===== src/design/bissc_pkg.sv =====
package bissc_pkg;

	localparam int MAX_DATA_BITS = 64;
	localparam int COUNT_WIDTH   = 24;
	localparam int LEN_WIDTH     = 7;
	localparam int POS_WIDTH     = 7;
	localparam int CFG_IDX_WIDTH = 1;

	// frame length: data bits plus two error/warning bits plus six crc bits
	localparam int EW_BITS  = 2;
	localparam int CRC_BITS = 6;
	localparam int SYNC_ZERO_RUN = 14;

	typedef logic [COUNT_WIDTH-1:0]   count_t;
	typedef logic [MAX_DATA_BITS-1:0] data_t;
	typedef logic [LEN_WIDTH-1:0]     len_t;

	// configuration register indexes
	typedef enum logic [CFG_IDX_WIDTH-1:0] {
		CFG_DATA_LENGTH = 1'b0,
		CFG_FRAME_MODE  = 1'b1
	} cfg_index_t;

	// frame mode codes
	localparam logic MODE_REGISTER = 1'b0;
	localparam logic MODE_SENSOR   = 1'b1;

	// event codes
	typedef enum logic [1:0] {
		EV_FRAME_DONE = 2'd0,
		EV_CDS_BIT    = 2'd1,
		EV_CDM_BIT    = 2'd2
	} event_kind_t;

	// one result item
	typedef struct packed {
		event_kind_t          kind;
		data_t                position_data;
		logic [EW_BITS-1:0]   error_warning;
		logic [CRC_BITS-1:0]  frame_crc;
		logic                 bit_value;
		logic                 control_sync;
	} event_t;

	// settings handed from the register file to the frame logic
	typedef struct packed {
		len_t data_length;
		logic frame_mode;
	} cfg_t;

endpackage


===== src/design/bissc_cfg.sv =====
module bissc_cfg
	import bissc_pkg::*;
(
	input  logic                     clk,
	input  logic                     arst_n,
	input  logic                     cfg_valid,
	input  logic [CFG_IDX_WIDTH-1:0] cfg_index,
	input  logic [LEN_WIDTH-1:0]     cfg_data,
	output cfg_t                     cfg
);

	len_t data_length_q;
	logic frame_mode_q;

	// register writes
	always_ff @(posedge clk or negedge arst_n) begin
		if (!arst_n) begin
			data_length_q <= len_t'(24);
			frame_mode_q  <= MODE_SENSOR;
		end else if (cfg_valid) begin
			case (cfg_index_t'(cfg_index))
				CFG_DATA_LENGTH: data_length_q <= cfg_data;
				CFG_FRAME_MODE:  frame_mode_q  <= cfg_data[0];
				default: ;
			endcase
		end
	end

	// clamp length into 1..max data bits
	always_comb begin
		if (data_length_q == '0)
			cfg.data_length = len_t'(1);
		else if (data_length_q > len_t'(MAX_DATA_BITS))
			cfg.data_length = len_t'(MAX_DATA_BITS);
		else
			cfg.data_length = data_length_q;
		cfg.frame_mode = frame_mode_q;
	end

endmodule


===== src/design/bissc_fsm.sv =====
module bissc_fsm
	import bissc_pkg::*;
(
	input  logic   clk,
	input  logic   arst_n,
	input  logic   fire,
	input  logic   ma,
	input  logic   slo,
	input  cfg_t   cfg,
	output logic   res_valid,
	output event_t res
);

	typedef enum logic [2:0] {
		PH_IDLE    = 3'd0,
		PH_ACK     = 3'd1,
		PH_START   = 3'd2,
		PH_ALIGN   = 3'd3,
		PH_CAPTURE = 3'd4,
		PH_GAP     = 3'd5
	} phase_t;

	localparam count_t COUNT_MAX = '1;

	phase_t                 phase_q, phase_d;
	logic [POS_WIDTH-1:0]   bitpos_q, bitpos_d;
	data_t                  data_q, data_d;
	logic [EW_BITS-1:0]     ew_q, ew_d;
	logic [CRC_BITS-1:0]    crc_q, crc_d;
	count_t                 tick_q, tick_d;
	count_t                 limit_q, limit_d;
	logic                   prev_ma_q;
	logic [3:0]             zrun_q, zrun_d;

	logic                   edge_det;
	logic                   falling;
	count_t                 tick_inc;
	logic [COUNT_WIDTH:0]   limit_sum;
	logic [POS_WIDTH:0]     len_ext;
	logic [POS_WIDTH:0]     pos_ext;
	logic                   cdm;

	assign edge_det  = (ma != prev_ma_q);
	assign falling   = edge_det && !ma;
	assign tick_inc  = (tick_q == COUNT_MAX) ? tick_q : tick_q + count_t'(1);
	assign limit_sum = {1'b0, tick_inc} + {2'b0, tick_inc[COUNT_WIDTH-1:1]};
	assign len_ext   = {{(POS_WIDTH + 1 - LEN_WIDTH){1'b0}}, cfg.data_length};
	assign pos_ext   = {1'b0, bitpos_q};
	assign cdm       = ~ma;

	// next-state and result for one line sample
	always_comb begin
		phase_d   = phase_q;
		bitpos_d  = bitpos_q;
		data_d    = data_q;
		ew_d      = ew_q;
		crc_d     = crc_q;
		tick_d    = tick_q;
		limit_d   = limit_q;
		zrun_d    = zrun_q;
		res_valid = 1'b0;
		res       = '0;
		res.kind  = EV_FRAME_DONE;

		case (phase_q)
			PH_IDLE: begin
				if (edge_det && slo) phase_d = PH_ACK;
			end
			PH_ACK: begin
				if (edge_det && !slo) phase_d = PH_START;
			end
			PH_START, PH_ALIGN: begin
				if ((phase_q == PH_START && edge_det && slo && !ma) ||
				    (phase_q == PH_ALIGN && falling)) begin
					phase_d  = PH_CAPTURE;
					bitpos_d = '0;
					data_d   = '0;
					ew_d     = '0;
					crc_d    = '0;
					tick_d   = '0;
				end else if (phase_q == PH_START && edge_det && slo) begin
					phase_d = PH_ALIGN;
				end
			end
			PH_CAPTURE: begin
				tick_d = tick_inc;
				if (falling) begin
					if (bitpos_q == '0) begin
						limit_d = limit_sum[COUNT_WIDTH] ? COUNT_MAX
							: limit_sum[COUNT_WIDTH-1:0];
					end else if (pos_ext <= len_ext) begin
						data_d = {data_q[MAX_DATA_BITS-2:0], slo};
					end else if (pos_ext <= len_ext + (POS_WIDTH+1)'(EW_BITS)) begin
						ew_d = {ew_q[EW_BITS-2:0], slo};
					end else begin
						crc_d = {crc_q[CRC_BITS-2:0], slo};
					end

					// cds bit in register mode, or end of a sensor frame
					if (bitpos_q == '0 && cfg.frame_mode == MODE_REGISTER) begin
						res_valid     = 1'b1;
						res.kind      = EV_CDS_BIT;
						res.bit_value = slo;
						phase_d       = PH_GAP;
						tick_d        = '0;
					end else if (pos_ext >=
						len_ext + (POS_WIDTH+1)'(EW_BITS + CRC_BITS)) begin
						res_valid         = 1'b1;
						res.kind          = EV_FRAME_DONE;
						res.position_data = data_d;
						res.error_warning = ew_d;
						res.frame_crc     = crc_d;
						phase_d           = PH_GAP;
						tick_d            = '0;
					end else begin
						bitpos_d = bitpos_q + POS_WIDTH'(1);
					end
				end
			end
			PH_GAP: begin
				if (edge_det) begin
					if (tick_inc < limit_q) tick_d = '0;
					else phase_d = PH_IDLE;
				end else begin
					tick_d = tick_inc;
					if (tick_inc > limit_q) begin
						phase_d = PH_IDLE;
						if (cfg.frame_mode == MODE_REGISTER) begin
							if (cdm) zrun_d = '0;
							else if (zrun_q != 4'hF) zrun_d = zrun_q + 4'd1;
							res_valid        = 1'b1;
							res.kind         = EV_CDM_BIT;
							res.bit_value    = cdm;
							res.control_sync = (zrun_d >= 4'(SYNC_ZERO_RUN));
						end
					end
				end
			end
			default: begin
				// unused codes behave as hunting for idle high
				if (edge_det && slo) phase_d = PH_ACK;
				else phase_d = PH_IDLE;
			end
		endcase
	end

	// control state
	always_ff @(posedge clk or negedge arst_n) begin
		if (!arst_n) begin
			phase_q   <= PH_IDLE;
			bitpos_q  <= '0;
			data_q    <= '0;
			ew_q      <= '0;
			crc_q     <= '0;
			tick_q    <= '0;
			limit_q   <= '0;
			prev_ma_q <= 1'b1;
			zrun_q    <= '0;
		end else if (fire) begin
			phase_q   <= phase_d;
			bitpos_q  <= bitpos_d;
			data_q    <= data_d;
			ew_q      <= ew_d;
			crc_q     <= crc_d;
			tick_q    <= tick_d;
			limit_q   <= limit_d;
			prev_ma_q <= ma;
			zrun_q    <= zrun_d;
		end
	end

endmodule


===== src/design/bissc_frame_receiver.sv =====
// A line sample accepted into the input register has its event, if any, loaded
// into the result register when the frame logic fires; a held event can delay that.
// Throughput: one sample per cycle while no held event stalls the input.
// A held event stalls the input only once the input register is also full.
// Reset (arst_n low, asynchronous) hunts for idle high, data_length 24, sensor mode.
module bissc_frame_receiver
	import bissc_pkg::*;
(
	input  logic                     clk,
	input  logic                     arst_n,
	// line samples
	input  logic                     sample_valid,
	output logic                     sample_stall,
	input  logic                     ma_level,
	input  logic                     slo_level,
	// events
	output logic                     event_valid,
	input  logic                     event_stall,
	output logic [1:0]               event_kind,
	output logic [MAX_DATA_BITS-1:0] position_data,
	output logic [EW_BITS-1:0]       error_warning,
	output logic [CRC_BITS-1:0]      frame_crc,
	output logic                     bit_value,
	output logic                     control_sync,
	// configuration writes
	input  logic                     cfg_valid,
	output logic                     cfg_ready,
	input  logic [CFG_IDX_WIDTH-1:0] cfg_index,
	input  logic [LEN_WIDTH-1:0]     cfg_data
);

	logic   valid_s1;
	logic   ma_s1;
	logic   slo_s1;
	logic   fire;
	logic   accept;
	logic   res_valid;
	event_t res;
	event_t event_q;
	logic   event_valid_q;
	cfg_t   cfg;

	assign cfg_ready    = 1'b1;
	assign fire         = valid_s1 && (!event_valid_q || !event_stall);
	assign sample_stall = valid_s1 && !fire;
	assign accept       = sample_valid && !sample_stall;

	bissc_cfg u_cfg (
		.clk       (clk),
		.arst_n    (arst_n),
		.cfg_valid (cfg_valid && cfg_ready),
		.cfg_index (cfg_index),
		.cfg_data  (cfg_data),
		.cfg       (cfg)
	);

	// input register
	always_ff @(posedge clk or negedge arst_n) begin
		if (!arst_n) begin
			valid_s1 <= 1'b0;
		end else if (accept) begin
			valid_s1 <= 1'b1;
		end else if (fire) begin
			valid_s1 <= 1'b0;
		end
	end

	always_ff @(posedge clk) begin
		if (accept) begin
			ma_s1  <= ma_level;
			slo_s1 <= slo_level;
		end
	end

	bissc_fsm u_fsm (
		.clk       (clk),
		.arst_n    (arst_n),
		.fire      (fire),
		.ma        (ma_s1),
		.slo       (slo_s1),
		.cfg       (cfg),
		.res_valid (res_valid),
		.res       (res)
	);

	// result register
	always_ff @(posedge clk or negedge arst_n) begin
		if (!arst_n) begin
			event_valid_q <= 1'b0;
		end else if (fire) begin
			event_valid_q <= res_valid;
		end else if (!event_stall) begin
			event_valid_q <= 1'b0;
		end
	end

	always_ff @(posedge clk) begin
		if (fire && res_valid) event_q <= res;
	end

	assign event_valid   = event_valid_q;
	assign event_kind    = event_q.kind;
	assign position_data = event_q.position_data;
	assign error_warning = event_q.error_warning;
	assign frame_crc     = event_q.frame_crc;
	assign bit_value     = event_q.bit_value;
	assign control_sync  = event_q.control_sync;

endmodule

===== config.mk =====
export PLATFORM = sky130hd
export DESIGN_NAME = bissc_frame_receiver
export DESIGN_NICKNAME = d
export VERILOG_FILES = /design/src/design/bissc_pkg.sv /design/src/design/bissc_cfg.sv /design/src/design/bissc_fsm.sv /design/src/design/bissc_frame_receiver.sv
export SDC_FILE = /design/constraint.sdc
export NUM_CORES = 1
export LEC_CHECK = 0
export BUFFER_PORTS_ARGS = -buffer_cell sky130_fd_sc_hd__buf_2
export CAP_MARGIN = 20
export CORE_MARGIN = 8
export CORE_UTILIZATION = 60
export CTS_CLUSTER_DIAMETER = 150
export DETAILED_ROUTE_END_ITERATION = 12
export PLACE_DENSITY = 0.77
export SYNTH_ARGS = -nofsm -noshare
export SYNTH_HDL_FRONTEND = slang
export SYNTH_SLANG_ARGS = --single-unit
export TNS_END_PERCENT = 20

===== constraint.sdc =====
create_clock -name clk -period 16.7 [get_ports clk]
set_input_delay 1.67 -clock clk [delete_from_list [all_inputs] [get_ports clk]]
set_output_delay 1.67 -clock clk [all_outputs]
set_load 0.005 [all_outputs]

==> results.md, run 1 <==
* First-pass DRT Iterations at 5
* Max-capacitance violation count at 0
* Via count at 9095
* Number of warning messages in the yosys log at 0
* Multiplexer share of the synthesized area at 1.57%
* Largest family of logic cells by synthesized area: compound AO/OA/AOI/OAI gates
* Clock Power Share at 37.3%
* Flops & latches, synth at 223
* Ys async rst share at 65.0%
* Row Count at 52
* Later-pin clock latency in the skew report at 0.50 ns
* Slew Viols, Final at 0
* Achievable frequency at 204 MHz
* CTS root buf: clkbuf_16
* Area Growth Syn to Fin at 11.8%
* Worst R2R Start: u_fsm.tick_q[5]
* DRT iter0 DRCs at 629
* P_sw at 0.403 mW
* R2R Setup Slk at 11.79 ns
* Cell count after placement at 1494
* Final net count at 1339
* R2R depth at 17
* IO Pins at 94
* Pwr per Cell Area at 105 nW/um^2
* Final Setup Violations at 0
* Netlist cell types at 88
* Die height at 158 um
* Critical path type: reg -> reg
* Slew of the pin with the lowest slew margin at 1.03 ns
* Post-Syn Area at 12200 um^2
* RSZ-0062 raised after global routing: no
* Maximum VDD drop at 0.0905 mV
* Top FF cell, synth: dfrtp_1
* Xor-xnor portion of the synthesized cell area at 3.38%
* Min Tclk post-route at 4.91 ns
* Final Hold Viols at 0
* Clock Tree Buf Depth at 3
* Sequential power share at 43.7%
* Reg-to-reg endpoint: position_data[45]
* Hold crit path type: reg -> reg
* Area after DPL at 12800 um^2
* Compound-Gate Fraction of Synth Area at 20.1%
* Register clock-pin slew on the reported worst setup and hold paths at 0.06 ns
* Post-DP HPWL at 17.1 mm
* Post-cts resize count at 0
* Worst Path Required at 16.82 ns
* WHS at 0.487 ns
* Logic pwr share at 18.9%
* Syn_area_per_cell at 10.4 um^2
* Layout cells sized above 1 at 15.0%
* Initial Util at 60.7%
* TritonCTS clock tree: built
* Total gr overflow at 0
* Period utilisation layout at 29.4%
* Sw Ratio at 28.3%
* Clock H-tree levels at 1
* IO Port Bufs at 92
* Final instance area at 13600 um^2
* Number of CTS-inserted buffers at 23
* Placer Congestion at 0.847
* Final Non-Filler Cells at 1536
* Largest net degree at the start of global routing at 77
* Crit path capture: position_data[45]
* Final WL at 25.2 mm
* Status: finished clean
* Routed wire per std cell at 16.4 um
* WP data arrival at 5.03 ns
* Core ar. at 20000 um^2
* Slew HR at 31.7%
* LEAKAGE at 5.85 nW
* Initial antenna violation count at 0
* Antenna diodes at 0
* TritonCTS Sinks at 223
* # DRC at 0
* First-pass GRT wire length at 42.2 mm
* Overall global routing resource usage at 20.3%
* Fin Clk Skew at 0.00817 ns
* CP Max Fanout at 76
* CP Launch Type: flip-flop
* Crit path launch: u_fsm.tick_q[5]
* Cells after Synth at 1174
* Vias per inst at 5.92
* Internal Power at 1.02 mW
* Syn Nets at 1263
* Hold_buf cts at 0
* EDFF count, synth at 78
* Vias in the first global route at 8520
* Die ar. at 25100 um^2
* Adder-Cell Fraction of Synth Area at 7.67%
* Post-Synth Simple-Gate Area at 13.9%
* Postcts setup bufs at 0
* Critical Path Sink Type: flip-flop
* Register area share after synthesis at 49.1%
* Core Util, Final at 67.8%
* Routed Antenna Nets at 0
* Die X at 158 um
* Final TNS setup at 0 ns
## routing by layer
metal  wire, um  vias to the layer above  part of all wire (%)  global-route usage [%]
li1           -                     4416                     -                       -
met1      11600                     4395                    46                    28.9
met2      11500                      248                    46                    32.6
met3       1730                       36                   6.9                    3.01
met4        350                        0                   1.4                    4.18
met5          0                        -                     0                       0
## how the worst min path moves through the flow
stage	from	endpoint	slack, ns	cells after the start
3_5_place_dp	u_fsm.prev_ma_q	u_fsm.prev_ma_q	0.49	2
2_1_floorplan	u_fsm.prev_ma_q	u_fsm.prev_ma_q	0.46	2
4_1_cts	u_fsm.prev_ma_q	u_fsm.prev_ma_q	0.49	2
6_report	u_fsm.prev_ma_q	u_fsm.prev_ma_q	0.49	2
5_1_grt	u_fsm.crc_q[5]	u_fsm.crc_q[5]	0.52	1
3_3_place_gp	u_fsm.prev_ma_q	u_fsm.prev_ma_q	0.47	2
## cells in the mapped netlist (10+ instances only)
| master | count | share of area [%] |
|---|---|---|
| a21o_1 | 27 | 1.7 |
| a21oi_1 | 102 | 4.2 |
| a22o_1 | 83 | 6.0 |
| a22oi_1 | 24 | 1.5 |
| buf_2 | 13 | 0.53 |
| clkbuf_1 | 24 | 0.74 |
| dfrtp_1 | 141 | 29 |
| edfxtp_1 | 78 | 19 |
| ha_1 | 73 | 7.5 |
| inv_1 | 63 | 1.9 |
| nand2_1 | 186 | 5.7 |
| nand3_1 | 20 | 0.82 |
| nand4_1 | 10 | 0.51 |
| nor2_1 | 50 | 1.5 |
| nor3_1 | 12 | 0.49 |
| o21ai_0 | 45 | 1.9 |
| xnor2_1 | 24 | 1.7 |
| xor2_1 | 23 | 1.7 |
## cells by family after synthesis
kind of cell	count (synthesis)
compound gates	349
simple gates	348
flops	223
buf+inv	114
fa+ha+maj	74
xor+xnor	47
mux	18
other cells	1
## critical path, cell delays in order (launching register included)
cell     delay [ns]
dfrtp_1        0.45
nand4_2        0.20
nor3_4         0.45
nand3_4        0.19
nand2_2        0.18
nor3_2         0.08
nand2_1        0.09
xor2_1         0.24
inv_1          0.14
ha_1           0.31
and4_1         0.29
nand2_1        0.07
nor2_1         0.27
nand2_1        0.17
a21oi_2        0.37
nor2_1         0.16
nor2_4         0.09
buf_4          0.69
## state kept, by name, indices dropped and copies added (netlist names)
| signal | count |
|---|---|
| u_fsm.bitpos_q | 7 |
| u_fsm.data_q | 64 |
| u_fsm.prev_ma_q | 1 |
| ma_s1 | 1 |
| u_fsm.ew_q | 2 |
| control_sync | 1 |
| u_fsm.limit_q | 24 |
| position_data | 64 |
| event_kind | 2 |
| u_fsm.zrun_q | 4 |
| bit_value | 1 |
| valid_s1 | 1 |
| u_fsm.tick_q | 24 |
| frame_crc | 6 |
| error_warning | 2 |
| u_fsm.phase_q | 3 |
| u_cfg.frame_mode_q | 1 |
| u_fsm.crc_q | 6 |
| event_valid | 1 |
| u_cfg.data_length_q | 7 |
| slo_s1 | 1 |
## placed cells by master (no fill, tap or decap), types with 4 or more instances in the layout
| cell type | instances |
|---|---|
| o21a_1 | 6 |
| a31oi_1 | 8 |
| and3_1 | 9 |
| bufinv_16 | 4 |
| buf_2 | 91 |
| and2_1 | 8 |
| xor2_1 | 23 |
| or3_1 | 5 |
| o21ai_1 | 5 |
| o21ai_0 | 45 |
| a21oi_1 | 102 |
| edfxtp_1 | 78 |
| nand2_1 | 186 |
| a22o_1 | 83 |
| nor3_1 | 12 |
| nor2b_1 | 5 |
| nor2_1 | 48 |
| nand2b_1 | 7 |
| clkbuf_16 | 24 |
| a211oi_1 | 4 |
| nand4_1 | 10 |
| xnor2_1 | 24 |
| a21o_1 | 27 |
| mux2i_1 | 9 |
| inv_1 | 63 |
| mux2_2 | 9 |
| nand3_1 | 20 |
| clkbuf_1 | 5 |
| a22oi_1 | 24 |
| buf_4 | 9 |
| dfstp_2 | 4 |
| clkinv_2 | 4 |
| dfrtp_1 | 141 |
| ha_1 | 73 |
| and4_1 | 4 |
## stage by stage
step,power [mW],setup WS [ns]
global route,1.49,11.34
CTS,1.43,11.82
floorplan,0.837,9.99
detailed placement,0.899,11.81
finish,1.42,11.79
global placement,0.893,11.91
## power groups by stage
stage                     combinational, mW  clock, mW  sequential (mW)
final                                 0.269      0.531            0.622
after detailed placement              0.267          0            0.632
after global placement                0.263          0            0.631
after CTS                             0.269      0.542            0.622
after global routing                  0.304      0.564            0.626
after floorplan                       0.214          0            0.623
## layout make-up
type / count / area (um^2)
Timing Repair Buffer: 102 / 546
Sequential cell: 223 / 5980
Clock buffer: 30 / 633
Multi-Input combinational cell: 837 / 5710
Clock inverter: 11 / 156
Inverter: 63 / 236
Fill cell: 1504 / 6450
Tap cell: 270 / 338
(Power assumes the default switching activity.)
==> inputs of run 2 (changes only) <==
--- a/config.mk
+++ b/config.mk
@@ -8,10 +8,10 @@
 export BUFFER_PORTS_ARGS = -buffer_cell sky130_fd_sc_hd__buf_2
 export CAP_MARGIN = 20
 export CORE_MARGIN = 8
-export CORE_UTILIZATION = 60
+export CORE_UTILIZATION = 55
 export CTS_CLUSTER_DIAMETER = 150
 export DETAILED_ROUTE_END_ITERATION = 12
-export PLACE_DENSITY = 0.77
+export PLACE_DENSITY = 0.74
 export SYNTH_ARGS = -nofsm -noshare
 export SYNTH_HDL_FRONTEND = slang
 export SYNTH_SLANG_ARGS = --single-unit
==> constraint.sdc (replaced) <==
create_clock -name clk -period 4.2 [get_ports clk]
set_input_delay 0.42 -clock clk [delete_from_list [all_inputs] [get_ports clk]]
set_output_delay 0.42 -clock clk [all_outputs]
set_load 0.005 [all_outputs]
==> run 2 against run 1 <==
Compared with the run above: the flow now finishes with violations (negative hold slack); fmax increased by 23%; cell count is 6.0% higher; core utilization decreased by 2.0 points.
==> results.md, run 2 (same netlist as run 1, synthesis figures left out) <==
* Fill cell count at 1738
* R2R Setup Slk at 0.19 ns
* Via count at 9418
* WP data arrival at 4.40 ns
* TritonCTS clock tree: built
* Gr busiest metal: met2
* Final Hold Viols at 4
* WHS at -0.0242 ns
* M1 GR Usage at 27.2%
* CP Max Fanout at 8
* Clock H-tree levels at 1
* Achievable frequency at 249 MHz
* Initial antenna violation count at 0
* Post-DP HPWL at 18.8 mm
* CP peak stage delay at 0.39 ns
* IO Port Bufs at 92
* Period utilisation layout at 95.5%
* Overall global routing resource usage at 20.1%
* Die ar. at 27100 um^2
* Vias per inst at 5.79
* Critical Path Sink Type: flip-flop
* Maximum VDD drop at 0.308 mV
* First-pass GRT wire length at 45.6 mm
* Row Count at 54
* Clock Tree Buf Depth at 3
* CP Launch Type: flip-flop
* Area Growth Syn to Fin at 17.8%
* Max-capacitance violation count at 0
* Die X at 165 um
* Initial Util at 55.9%
* Total gr overflow at 0
* Delay-heaviest family, CP: simple AND/OR/NAND/NOR gates
* Most common cell after layout, fill and taps aside: nand2_1
* Final instance area at 14300 um^2
* Later-pin clock latency in the skew report at 0.51 ns
* Core Util, Final at 65.9%
* DRT iter0 DRCs at 603
* Final worst setup slack at 0.191 ns
* Vias in the first global route at 9208
* IO Pins at 94
* First-pass DRT Iterations at 5
* Slew of the pin with the lowest slew margin at 0.844 ns
* Layout cells sized above 1 at 21.4%
* Pwr per Cell Area at 395 nW/um^2
* Final WL at 27.3 mm
* Die height at 165 um
* Status: finished, violations left
* Failing checks: negative hold slack
* Slew Viols, Final at 0
* Placer Congestion at 0.869
* Reg-to-reg endpoint: u_fsm.zrun_q[3]
* Crit path cell chain: ha_2 > nand2_2 > nor3_4 > buf_4 > nand2_4 > buf_4 > nor3_4 > nand2_2 > xor2_2 > inv_1 > ha_1 > and4_4 > nand2_1 > nor2_4 > nand4b_1 > nand2_2 > a21oi_4 > buf_4 > nand2_1 > mux2_2
* Worst Path Buf+Inv at 4
* R2R depth at 20
* Hold crit path type: in -> async
* Met2 usage at 33.5%
* Routed wire per std cell at 16.7 um
* Slew HR at 43.8%
* Worst R2R Start: u_fsm.tick_q[1]
* Antenna diodes at 0
* Largest net degree at the start of global routing at 90
* Register clock-pin slew on the reported worst setup and hold paths at 0.06 ns
* Number of CTS-inserted buffers at 24
* CTS root buf: clkbuf_16
* Final Setup Violations at 0
* Pre-CTS WS at -0.163 ns
* Multi-input gate area at 5830 um^2
* Critical path type: reg -> reg
* Worst Path Required at 4.60 ns
* Most frequent cells in the layout: nand2_1 (182), dfrtp_1 (140), a21oi_1 (102)
* # DRC at 0
* Final net count at 1420
* LEAKAGE at 6.36 nW
* Slowest CP cell: dfrtp_1
* Area after DPL at 13400 um^2
* Min Tclk post-route at 4.01 ns
* TritonCTS Sinks at 223
* Core ar. at 21800 um^2
* M3 GR Usage at 3.12%
* Register area at 5980 um^2
* Routed Antenna Nets at 0
* Fin Clk Skew at 0.0157 ns
-- run 2: cell count changes in the layout (fill, tap and decap cells not counted), moves of 3 or more --
cell,delta
buf_4,+78
bufinv_16,-4
nand2_1,-4
clkinvlp_4,+3
nand2_2,+3
nor2_1,-3
o21ai_0,-3
o21ai_1,+3
-- run 2: worst reg2reg max path: cells and delay by family (launching register included) --
family / cells / cell delay [ns]
AOI/OAI and AO/OA: 1 / 0.05
buffers and inverters: 4 / 0.63
and+or+nand+nor: 11 / 1.77
muxes: 1 / 0.35
xor gates and xnor gates: 1 / 0.18
DFF: 1 / 0.39
adders and majority gates: 2 / 0.52
-- run 2: cell type report --
cell class | count | share of cell area (%)
Inverter | 63 | 1.65
Sequential cell | 223 | 41.7
Multi-Input combinational cell | 837 | 40.6
Tap cell | 280 | 2.44
Timing Repair Buffer | 182 | 8.20
Clock buffer | 32 | 4.84
Clock inverter | 11 | 0.515
-- run 2: power breakdown --
part / switching, mW / total (mW) / internal, mW
clock network: 0.861 / 2.03 / 1.17
registers: 0.0844 / 2.47 / 2.39
logic: 0.746 / 1.16 / 0.413
-- run 2: how the worst max path moves through the flow --
stage | start | to | slack, ns | cells past startpoint
final | u_fsm.tick_q[1] | u_fsm.zrun_q[3] | 0.19 | 20
after detailed placement | u_fsm.tick_q[1] | u_fsm.limit_q[23] | -0.16 | 15
after global placement | u_fsm.tick_q[1] | u_fsm.limit_q[9] | -0.06 | 16
after floorplan | u_fsm.tick_q[1] | bit_value | -0.31 | 17
after global routing | u_fsm.tick_q[1] | u_fsm.limit_q[23] | -0.02 | 19
after CTS | u_fsm.tick_q[1] | u_fsm.limit_q[23] | -0.09 | 16
-- run 2: through the flow --
step | std cells | hold WS (ns) | setup TNS [ns] | power (mW)
floorplan | 1174 | 0.124 | -23.23 | 3.33
global placement | 1581 | 0.472 | -1.32 | 3.61
detailed placement | 1581 | 0.480 | -2.71 | 3.65
CTS | 1624 | 0.0145 | -0.986 | 5.69
global route | 1628 | 0.0385 | -0.0253 | 5.93
finish | 1628 | -0.0242 | 0 | 5.66
-- run 2: metal layers --
| layer | part of all wire [%] | vias to the layer above |
|---|---|---|
| li1 | - | 4582 |
| met1 | 45 | 4562 |
| met2 | 47 | 239 |
| met3 | 5.9 | 35 |
| met4 | 1.6 | 0 |
| met5 | 0 | - |
-- run 2: timing repair --
action | CTS | global route
gates cloned | 0 | 0
setup endpoints to repair | 25 | 103
hold buffers | 0 | 0
resized for setup | 8 | 11
pin swaps | 5 | 9
setup buffers | 0 | 3
